==> src/design/cpp_pkg.sv <==
// shared types, constants and saturation helpers for the cascade pid block
// no dependencies; imported by every module of the block
package cpp_pkg;

  // planner step, tick period and fixed loop limits, q16.16
  localparam int unsigned FILTER_STEP_Q16     = 66;
  localparam int unsigned TICK_PERIOD_Q16     = 66;
  localparam int unsigned OUTER_SUM_LIMIT_Q16 = 655360;
  localparam int unsigned OUTER_OUT_LIMIT_Q16 = 655360;
  localparam int unsigned INNER_SUM_LIMIT_Q16 = 655360;

  // radicand scale factor of eight as a shift
  localparam int unsigned RAD_SHIFT = 3;

  localparam int unsigned CFG_W  = 31;
  localparam int unsigned Q_W    = 32;
  localparam int unsigned IDX_W  = 3;
  localparam int unsigned ACC_W  = 50;

  // register indexes
  typedef enum logic [IDX_W-1:0] {
    REG_PROFILE_ACCEL = 3'd0,
    REG_POS_KP        = 3'd1,
    REG_POS_KI        = 3'd2,
    REG_POS_KD        = 3'd3,
    REG_SPD_KP        = 3'd4,
    REG_SPD_KI        = 3'd5,
    REG_SPD_KD        = 3'd6,
    REG_DRIVE_LIMIT   = 3'd7
  } reg_idx_e;

  // register reset values
  localparam logic [CFG_W-1:0] PROFILE_ACCEL_RST = 31'd3276800;
  localparam logic [CFG_W-1:0] POS_KP_RST        = 31'd65536;
  localparam logic [CFG_W-1:0] POS_KI_RST        = 31'd0;
  localparam logic [CFG_W-1:0] POS_KD_RST        = 31'd0;
  localparam logic [CFG_W-1:0] SPD_KP_RST        = 31'd65536;
  localparam logic [CFG_W-1:0] SPD_KI_RST        = 31'd0;
  localparam logic [CFG_W-1:0] SPD_KD_RST        = 31'd0;
  localparam logic [CFG_W-1:0] DRIVE_LIMIT_RST   = 31'd1966080;

  typedef struct packed {
    logic [CFG_W-1:0] profile_accel;
    logic [CFG_W-1:0] pos_kp;
    logic [CFG_W-1:0] pos_ki;
    logic [CFG_W-1:0] pos_kd;
    logic [CFG_W-1:0] spd_kp;
    logic [CFG_W-1:0] spd_ki;
    logic [CFG_W-1:0] spd_kd;
    logic [CFG_W-1:0] drive_limit;
  } cfg_t;

  // datapath operations, one per controller step
  typedef enum logic [4:0] {
    OP_NOP,
    OP_LOAD,
    OP_RESEED,
    OP_X,
    OP_D,
    OP_Y,
    OP_D0,
    OP_DD,
    OP_RAD,
    OP_SQRT_GO,
    OP_A_FAR,
    OP_A_DIV_GO,
    OP_A_NEAR,
    OP_U_MUL,
    OP_U_SAT,
    OP_U_ZERO,
    OP_U_DIV_GO,
    OP_U_DIV_FIN,
    OP_P1,
    OP_P2,
    OP_P3,
    OP_ERR,
    OP_SUM,
    OP_M1,
    OP_M2,
    OP_M3,
    OP_OUT
  } op_e;

  typedef enum logic [4:0] {
    S_IDLE, S_RUN, S_D, S_Y, S_D0, S_DD, S_RAD, S_SQ, S_SQW, S_A, S_ADW, S_AN,
    S_UM, S_UC, S_UDW, S_UF, S_P1, S_P2, S_P3, S_E, S_S, S_M1, S_M2, S_M3,
    S_O, S_WR
  } ctl_state_e;

  typedef struct packed {
    op_e  op;
    logic inner;
  } cmd_t;

  typedef struct packed {
    logic run_en;
    logic far;
    logic big;
    logic dzero;
    logic div_busy;
    logic sqrt_busy;
  } stat_t;

  // saturate to the signed 32-bit range
  function automatic logic signed [Q_W-1:0] sat32_f(input logic signed [63:0] v);
    if (v > 64'sd2147483647) begin
      return 32'sh7FFFFFFF;
    end else if (v < -64'sd2147483648) begin
      return 32'sh80000000;
    end else begin
      return v[Q_W-1:0];
    end
  endfunction

  // symmetric clamp to +-lim, lim below 2^31
  function automatic logic signed [Q_W-1:0] clamp_f(input logic signed [63:0] v,
                                                    input logic [CFG_W-1:0] lim);
    logic signed [63:0] l;
    logic signed [63:0] nl;
    l  = $signed({33'b0, lim});
    nl = -l;
    if (v > l) begin
      return l[Q_W-1:0];
    end else if (v < nl) begin
      return nl[Q_W-1:0];
    end else begin
      return v[Q_W-1:0];
    end
  endfunction

endpackage

==> src/design/cpp_ctrl.sv <==
// step sequencer for the planner and the two pid loops
// depends on cpp_pkg
module cpp_ctrl (
  input  logic           clk_i,
  input  logic           rst_ni,
  input  logic           in_valid_i,
  input  logic           out_free_i,
  input  cpp_pkg::stat_t stat_i,
  output cpp_pkg::cmd_t  cmd_o,
  output logic           in_ready_o,
  output logic           out_load_o
);
  import cpp_pkg::*;

  ctl_state_e state_q, state_d;
  logic       inner_q, inner_d;

  // next state
  always_comb begin
    state_d = state_q;
    inner_d = inner_q;
    unique case (state_q)
      S_IDLE: begin
        inner_d = 1'b0;
        if (in_valid_i) state_d = S_RUN;
      end
      S_RUN:  state_d = stat_i.run_en ? S_D : S_WR;
      S_D:    state_d = S_Y;
      S_Y:    state_d = S_D0;
      S_D0:   state_d = S_DD;
      S_DD:   state_d = S_RAD;
      S_RAD:  state_d = S_SQ;
      S_SQ:   state_d = S_SQW;
      S_SQW:  if (!stat_i.sqrt_busy) state_d = S_A;
      S_A:    state_d = stat_i.far ? S_UM : S_ADW;
      S_ADW:  if (!stat_i.div_busy) state_d = S_AN;
      S_AN:   state_d = S_UM;
      S_UM:   state_d = S_UC;
      S_UC:   state_d = (stat_i.big || stat_i.dzero) ? S_P1 : S_UDW;
      S_UDW:  if (!stat_i.div_busy) state_d = S_UF;
      S_UF:   state_d = S_P1;
      S_P1:   state_d = S_P2;
      S_P2:   state_d = S_P3;
      S_P3:   state_d = S_E;
      S_E:    state_d = S_S;
      S_S:    state_d = S_M1;
      S_M1:   state_d = S_M2;
      S_M2:   state_d = S_M3;
      S_M3:   state_d = S_O;
      S_O: begin
        if (inner_q) begin
          state_d = S_WR;
        end else begin
          inner_d = 1'b1;
          state_d = S_E;
        end
      end
      S_WR:   if (out_free_i) state_d = S_IDLE;
      default: state_d = S_IDLE;
    endcase
  end

  // outputs
  always_comb begin
    cmd_o.inner = inner_q;
    cmd_o.op    = OP_NOP;
    in_ready_o  = 1'b0;
    out_load_o  = 1'b0;
    unique case (state_q)
      S_IDLE: begin
        in_ready_o = 1'b1;
        if (in_valid_i) cmd_o.op = OP_LOAD;
      end
      S_RUN:  cmd_o.op = stat_i.run_en ? OP_X : OP_RESEED;
      S_D:    cmd_o.op = OP_D;
      S_Y:    cmd_o.op = OP_Y;
      S_D0:   cmd_o.op = OP_D0;
      S_DD:   cmd_o.op = OP_DD;
      S_RAD:  cmd_o.op = OP_RAD;
      S_SQ:   cmd_o.op = OP_SQRT_GO;
      S_A:    cmd_o.op = stat_i.far ? OP_A_FAR : OP_A_DIV_GO;
      S_AN:   cmd_o.op = OP_A_NEAR;
      S_UM:   cmd_o.op = OP_U_MUL;
      S_UC: begin
        priority if (stat_i.big) cmd_o.op = OP_U_SAT;
        else if (stat_i.dzero)   cmd_o.op = OP_U_ZERO;
        else                     cmd_o.op = OP_U_DIV_GO;
      end
      S_UF:   cmd_o.op = OP_U_DIV_FIN;
      S_P1:   cmd_o.op = OP_P1;
      S_P2:   cmd_o.op = OP_P2;
      S_P3:   cmd_o.op = OP_P3;
      S_E:    cmd_o.op = OP_ERR;
      S_S:    cmd_o.op = OP_SUM;
      S_M1:   cmd_o.op = OP_M1;
      S_M2:   cmd_o.op = OP_M2;
      S_M3:   cmd_o.op = OP_M3;
      S_O:    cmd_o.op = OP_OUT;
      S_WR:   out_load_o = out_free_i;
      default: cmd_o.op = OP_NOP;
    endcase
  end

  always_ff @(posedge clk_i or negedge rst_ni) begin
    if (!rst_ni) begin
      state_q <= S_IDLE;
      inner_q <= 1'b0;
    end else begin
      state_q <= state_d;
      inner_q <= inner_d;
    end
  end

endmodule

==> config.mk <==
export PLATFORM = sky130hd
export DESIGN_NAME = cpp_ctrl
export DESIGN_NICKNAME = d
export VERILOG_FILES = /design/src/design/cpp_pkg.sv /design/src/design/cpp_ctrl.sv
export SDC_FILE = /design/constraint.sdc
export NUM_CORES = 1
export LEC_CHECK = 0
export ABC_AREA = 1
export BUFFER_PORTS_ARGS = -buffer_cell sky130_fd_sc_hd__buf_4
export CAP_MARGIN = 20
export CORE_MARGIN = 3
export CORE_UTILIZATION = 35
export CTS_CLUSTER_SIZE = 8
export DETAILED_ROUTE_END_ITERATION = 10
export GPL_ROUTABILITY_DRIVEN = 0
export GPL_TIMING_DRIVEN = 0
export PLACE_DENSITY_LB_ADDON = 0.2
export SLEW_MARGIN = 20
export SYNTH_ARGS = -nofsm -noshare
export SYNTH_HDL_FRONTEND = slang
export SYNTH_SLANG_ARGS = --single-unit
export TNS_END_PERCENT = 1
==> constraint.sdc <==
create_clock -name clk_i -period 3.8 [get_ports clk_i]
set_input_delay 0.38 -clock clk_i [delete_from_list [all_inputs] [get_ports clk_i]]
set_output_delay 0.38 -clock clk_i [all_outputs]
set_load 0.02 [all_outputs]
Yosys cells after proc, flatten, opt, wreduce, memory -nomap -nowiden

Cells that the tools add are included.

Register bits after elaboration: 6
Input bits: 10
Output and inout port bits: 8
Word-level logic and storage cells: 55

Equality and inequality tests: 30
Mux-type cells: 19
Reduce and logical (&&, ||, !) cells: 4

Operators by type and width:

| operator             | count |
|---|---|
| $pmux W5 S26         | 1 |
| $pmux W5 S22         | 1 |
| $eq A5 B5 Y1 const B | 10 |
| $mux W5              | 9 |
| $eq A5 B4 Y1 const B | 8 |
| $eq A5 B3 Y1 const B | 4 |
| $eq A5 B2 Y1 const B | 2 |
| $ne A2 B2 Y1 const B | 5 |
| $eq A5 B1 Y1 const B | 1 |
| $logic_not A5 Y1     | 1 |
| $mux W1              | 5 |
| $reduce_and A5 Y1    | 1 |
| $mux W4              | 1 |
| $mux W3              | 1 |
| $pmux W1 S2          | 1 |
| $reduce_bool A2 Y1   | 1 |
| $logic_or A1 B1 Y1   | 1 |

Depth between registers and ports, before layout

Gate-level depths: netlist of the first run.

Depth in word-level cells: 3
Mapped depth: 9
Depth with buffers taken out: 9

Worst setup path before layout of the first run

Ideal clock, no wire load.

Path kind: reg2out
From: register state_q[3]
To: output port cmd_o[1] (netlist bit)
Arrival time: 1.339 ns
Required time: 3.420 ns
Slack: 2.081 ns
Cell stages (with the launch flop): 8
Buffers on the path: 0
Path through: dfrtp_1 > nor2_2 > inv_2 > nor2_2 > nand2_1 > nand3_1 > nor2_1 > nand2_1

RTL lines:

| what                   | RTL line        | text |
|---|---|---|
| start, declared        | cpp_ctrl.sv:15  | `ctl_state_e state_q, state_d;` |
| start signal, assigned | cpp_ctrl.sv:109 | `state_q <= state_d;` |
| end, declared          | cpp_ctrl.sv:9   | `output cpp_pkg::cmd_t cmd_o,` |

==> flow_metrics.tcl, run 1 <==
set metrics [dict create \
    status "finished clean" \
    p_comb_frac 0.750 \
    power_leakage_nw 0.5454 \
    core-area_um2 2002 \
    die_y_um 52.24 \
    clkPwrFrac 0.071 \
    tightest_slew_ps 433.4 \
    antenna_cells 0 \
    start_kind "flip-flop" \
    grt_pass1_wl_um 3698 \
    vias 1009 \
    die-area_um2 2729 \
    postLayoutCoreUtil 0.4706 \
    fin_worst_skew_ps 1.039 \
    drive_gt1_frac 0.2013 \
    syn_avg_cell_area_um2 5.422 \
    clock_latency_ps 240 \
    rows 16 \
    ys_warn_count 0 \
    yosysUniqueCellTypes 21 \
    ios 18 \
    htreeDepth 1 \
    synthCells 138 \
    wl_per_cell_um 12.55 \
    switchingPower_w 0.0004748 \
    holdBufCountCts 1 \
    viasPerCell 5.425 \
    drv_slew 0 \
    fmax_mhz 455.6 \
    p_int_w 0.0003496 \
    cts_buffer_depth 2 \
    switching_share 0.5759 \
    ant_nets 0 \
    timing_worst_setup_path_type "flip-flop to output port" \
    cp_data_required_time_ps 3420 \
    cts_sinks 6 \
    grt_max_degree 11 \
    numPortBuffers 17 \
    fin_nets 171 \
    syn_nets 148 \
    drt_iter0_markers 53 \
    min_path_type "input port to async pin" \
    syn_area_um2 748.2 \
    vdd_drop_max_uv 383.8 \
    crit_fanout 7 \
    seqPwrFrac 0.179 \
    finalSetupTns_ps 0 \
    rsz0062_at_grt "no" \
    cp-end-kind "output port" \
    grt-ovfl-total 0 \
    hpwl_um 1891 \
    ys_ff_latch 6 \
    layout_commonest_cell "nand2_1" \
    final.period_utilization 0.5776 \
    first_pass_iters 4 \
    relSlewSlack 0.7095 \
    setup_violations 0 \
    finalHoldViolations 0 \
    start_util 0.3738 \
    grt_pass1_vias 849 \
    yosysTopAreaCellShare 0.2308 \
    synth_top_cells_by_area "nand2_1 (23%), dfrtp_1 (20%), nor2_1 (11%)" \
    mostFrequentLayoutCells "nand2_1 (46), nor2_1 (21), buf_4 (18), inv_1 (14), nand3_1 (12)" \
    path_clk_slew_ps 40 \
    synth_seq_area_share 0.2007 \
    drt_wl_total_um 2334 \
    area_delta_synth_final_pct 25.92 \
    cts_resized 0 \
    die_w_um 52.24 \
    cts_root_buf "clkbuf_4" \
    layout_min_cycle_time_ps 2195 \
    p_per_area_nw_per_um2 875.1 \
    antenna_found_initial 0 \
    critPathArrivalTime_ps 1810 \
    post-cts-setup-buffers 0 \
    synth_top_area_cell "nand2_1" \
    drc_errors 0 \
    cap_viol_max_count 0 \
    cts_tree "yes" \
    track_usage 0.1821 \
    cts_buffers 3 \
]
-- final cells by class --
class	count	area, µm²
clock buffer	3	22.52
buffer	2	12.51
multi-input combinational	112	518.0
fill	229	1060
timing repair buffer	18	137.6
tap	27	33.78
sequential	6	150.1
inverter	18	67.56
-- worst paths after layout --
| check | start | endpoint | slack, ps | cells past startpoint |
|---|---|---|---|---|
| min reg2reg | inner_q$_DFFE_PN0P_ | state_q[1]$_DFFE_PN0P_ | 580 | 1 |
| max | state_q[3]$_DFFE_PN0P_ | cmd_o[5] | 1610 | 8 |
| max in group asynchronous | rst_ni | state_q[2]$_DFFE_PN0P_ | 3200 | 2 |
| min in group clk_i | out_free_i | state_q[0]$_DFFE_PN0P_ | 510 | 4 |
| max reg2reg | state_q[3]$_DFFE_PN0P_ | state_q[4]$_DFFE_PN0P_ | 2240 | 7 |
| min | rst_ni | state_q[3]$_DFFE_PN0P_ | 480 | 2 |
-- synthesized netlist by cell type, drive strengths merged --
cell / instances
o21ai: 9
nor4: 2
dfrtp: 6
nand3: 12
buf: 2
nor3: 5
a21oi: 1
nand3b: 2
o221ai: 1
nand2: 46
o211ai: 1
o311ai: 1
inv: 18
nand4: 6
nor2: 26
-- cells by family after synthesis --
group	count (synthesis)	synth area share
simple gates	99	0.5920
buf+inv	20	0.1070
compound gates	13	0.1003
flops	6	0.2007
-- per-layer routing --
layer,share of wire,track usage
met1,0.44,0.2317
met5,0,0
met4,0.0090,0.06809
met3,0.084,0.04274
met2,0.47,0.2971
-- state kept, by name, summed over array words and instances, names as in the netlist --
register,flops
inner_q,1
state_q,5
-- through the flow --
stage          total power (W)  cell area [µm²]  worst slack, ps  cells  hold slack, ps
6_report             0.0008245            942.2             1605    186           485.0
5_1_grt              0.0008917            942.2             1494    186           497.0
4_1_cts              0.0008208            942.2             1620    186           475.3
3_5_place_dp         0.0007564            909.6             1887    182           189.3
3_3_place_gp         0.0007582            909.6             1906    182           188.0
2_1_floorplan        0.0005498            748.2             2081    138           84.41
-- critical path, cell delays in order, from the launching register on --
cell and delay (ps):
dfrtp_1 490, inv_2 110, nand2_1 150, nor2_1 60, o21ai_0 230, nand2_1 100, nor2_1 150, nand3b_1 110
buf_4 170
-- power groups by stage --
| stage | sequential (W) | combinational (W) | clock, W |
|---|---|---|---|
| after CTS | 0.000146 | 0.000613 | 0.0000618 |
| after global placement | 0.000148 | 0.000610 | 0 |
| after floorplan | 0.000136 | 0.000414 | 0 |
| after detailed placement | 0.000146 | 0.000610 | 0 |
| final | 0.000148 | 0.000619 | 0.0000583 |
| after global routing | 0.000153 | 0.000674 | 0.0000648 |
No activity file was read; power rests on OpenSTA's default activity.
==> run 2, diff against run 1 <==
==> constraint.sdc (replaced) <==
create_clock -name clk_i -period 1.95 [get_ports clk_i]
set_input_delay 0.195 -clock clk_i [delete_from_list [all_inputs] [get_ports clk_i]]
set_output_delay 0.195 -clock clk_i [all_outputs]
set_load 0.02 [all_outputs]
==> run 2 against run 1 <==
Wire length grew 2.4%. Clock-buffer cell count is the same. Register-to-register slack lost 1800 ps. Clock skew is essentially flat. Sequential power grew 110%. Via count grew 1.5%. Critical endpoint is now cmd_o[1]. Worst hold slack lost 180 ps. Setup slack lost 1500 ps. Critical path type unchanged.
==> flow_metrics.tcl, run 2 (synthesis gave the netlist of run 1 again) <==
set metrics [dict create \
    die-area_um2 2729 \
    setup_ws_ps 101.6 \
    clock_latency_ps 240 \
    startpoint "state_q[2]$_DFFE_PN0P_" \
    power_leakage_nw 0.5571 \
    cp_data_required_time_ps 1750 \
    setup_violations 0 \
    mostFrequentLayoutCells "nand2_1 (43), buf_4 (20), nor2_1 (20), inv_1 (14), nand3_1 (12)" \
    tightest_slew_ps 440.7 \
    final.period_utilization 0.9479 \
    p_per_area_nw_per_um2 1718 \
    ant_nets 0 \
    first_pass_iters 4 \
    cap_viol_max_count 0 \
    fin_nets 172 \
    status "finished clean" \
    regMostFlops "state_q" \
    layout_commonest_cell "nand2_1" \
    antenna_cells 0 \
    reg_top3 "state_q x5, inner_q x1" \
    area_delta_synth_final_pct 33.61 \
    drive_gt1_frac 0.2625 \
    clkPwrFrac 0.066 \
    finalHoldViolations 0 \
    drt_iter0_markers 68 \
    endpoint "cmd_o[1]" \
    die_y_um 52.24 \
    p_int_w 0.0007325 \
    cp-end-kind "output port" \
    fmax_mhz 541.0 \
    vias 1024 \
    cts_buffer_depth 2 \
    ios 18 \
    grt-busiest-layer "met2" \
    switchingPower_w 0.0009846 \
    numPortBuffers 17 \
    layout_min_cycle_time_ps 1848 \
    use_met2 0.2971 \
    grt_pass1_wl_um 3698 \
    crit-reg2reg-capture "state_q[0]$_DFFE_PN0P_" \
    switching_share 0.5734 \
    min_path_type "input port to async pin" \
    cts_root_buf "clkbuf_4" \
    grt_max_degree 11 \
    hpwl_um 1891 \
    r2r_slack_ps 450 \
    timing_worst_setup_path_type "flip-flop to output port" \
    met3_usage 0.04274 \
    multi_input_area_um2 560.5 \
    core-area_um2 2002 \
    fill_cells 221 \
    drt_wl_total_um 2390 \
    largest_reg_flops 5 \
    place_ws_ps 222.3 \
    antenna_found_initial 0 \
    relSlewSlack 0.7035 \
    crit_fanout 6 \
    grt-ovfl-total 0 \
    p_comb_frac 0.749 \
    path_clk_slew_ps 40 \
    htreeDepth 1 \
    drv_slew 0 \
    die_w_um 52.24 \
    r2r_start "state_q[0]$_DFFE_PN0P_" \
    cts_tree "yes" \
    grt_pass1_vias 849 \
    critPathArrivalTime_ps 1650 \
    cts_buffers 3 \
    viasPerCell 5.476 \
    wl_per_cell_um 12.78 \
    cts_sinks 6 \
    vdd_drop_max_uv 760.6 \
    seq_area_um2 155.1 \
    rr_worst_depth 7 \
    start_util 0.3738 \
    track_usage 0.1821 \
    rows 16 \
    seqPwrFrac 0.184 \
    total_power_w 0.001717 \
    met1_usage 0.2317 \
    drc_errors 0 \
    start_kind "flip-flop" \
    fin_worst_skew_ps 0.5793 \
]
run 2: cell count changes in the layout (fill, tap and decap cells not counted), moves of 2 or more:
cell | before | now
buf_4 | 18 | 20
dfrtp_1 | 6 | 2
dfrtp_2 | 0 | 4
nand2_1 | 46 | 43
nand2_2 | 0 | 3
nor2_2 | 4 | 2
nor2_4 | 1 | 4
nor3_4 | 0 | 2
o21ai_0 | 7 | 5
o21ai_1 | 2 | 4
run 2: per-layer routing:
| layer | part of all wire | routed length [µm] | up-vias |
|---|---|---|---|
| met5 | 0 | 0 | - |
| met4 | 0.0088 | 21 | 0 |
| met3 | 0.078 | 187 | 2 |
| met2 | 0.48 | 1143 | 53 |
| met1 | 0.43 | 1037 | 472 |
| li1 | - | - | 497 |
run 2: worst max-delay path, cell delays in order, from the launching register on:
cell and delay (ps):
dfrtp_1 480, nand2_2 170, inv_1 110, nand2_1 170, nand3_1 100, nor2_1 160
nand2_1 70, buf_4 160
run 2: stage by stage:
step                hold WS, ps  instance area (µm²)  setup TNS, ps  cells    util
finish                    301.2                999.7              0    187  0.4994
global route              312.0                999.7         -18.42    187  0.4994
CTS                       290.3                943.4              0    186  0.4713
detailed placement        4.298                909.6              0    182  0.4544
global placement          3.046                909.6              0    182  0.4544
floorplan                -100.6                748.2              0    138       -
run 2: power groups by stage:
stage	logic (W)	registers [W]	clock network, W
2_1_floorplan	0.000807	0.000265	0
3_3_place_gp	0.00119	0.000288	0
3_5_place_dp	0.00119	0.000284	0
4_1_cts	0.00119	0.000286	0.000121
5_1_grt	0.00140	0.000326	0.000126
6_report	0.00129	0.000317	0.000113
run 2: final cells by class:
cell class / instances / area share
Multi-Input combinational cell: 112 / 0.5607
Timing Repair Buffer: 19 / 0.1452
Buffer: 2 / 0.01502
Inverter: 18 / 0.06758
Sequential cell: 6 / 0.1552
Clock buffer: 3 / 0.02253
Tap cell: 27 / 0.03379
run 2: worst min-delay path by stage:
stage,start,end
floorplan,rst_ni,inner_q$_DFFE_PN0P_
global placement,rst_ni,inner_q$_DFFE_PN0P_
detailed placement,rst_ni,inner_q$_DFFE_PN0P_
CTS,rst_ni,inner_q$_DFFE_PN0P_
global route,rst_ni,state_q[2]$_DFFE_PN0P_
finish,rst_ni,state_q[3]$_DFFE_PN0P_
run 2: timing repair:
item,4_1_cts,5_1_grt
pin swaps,0,1
setup endpoints to repair,1,5
gates resized for setup,1,17
hold buffers,1,0
endpoints found under the hold margin,6,0
buffers inserted,0,1
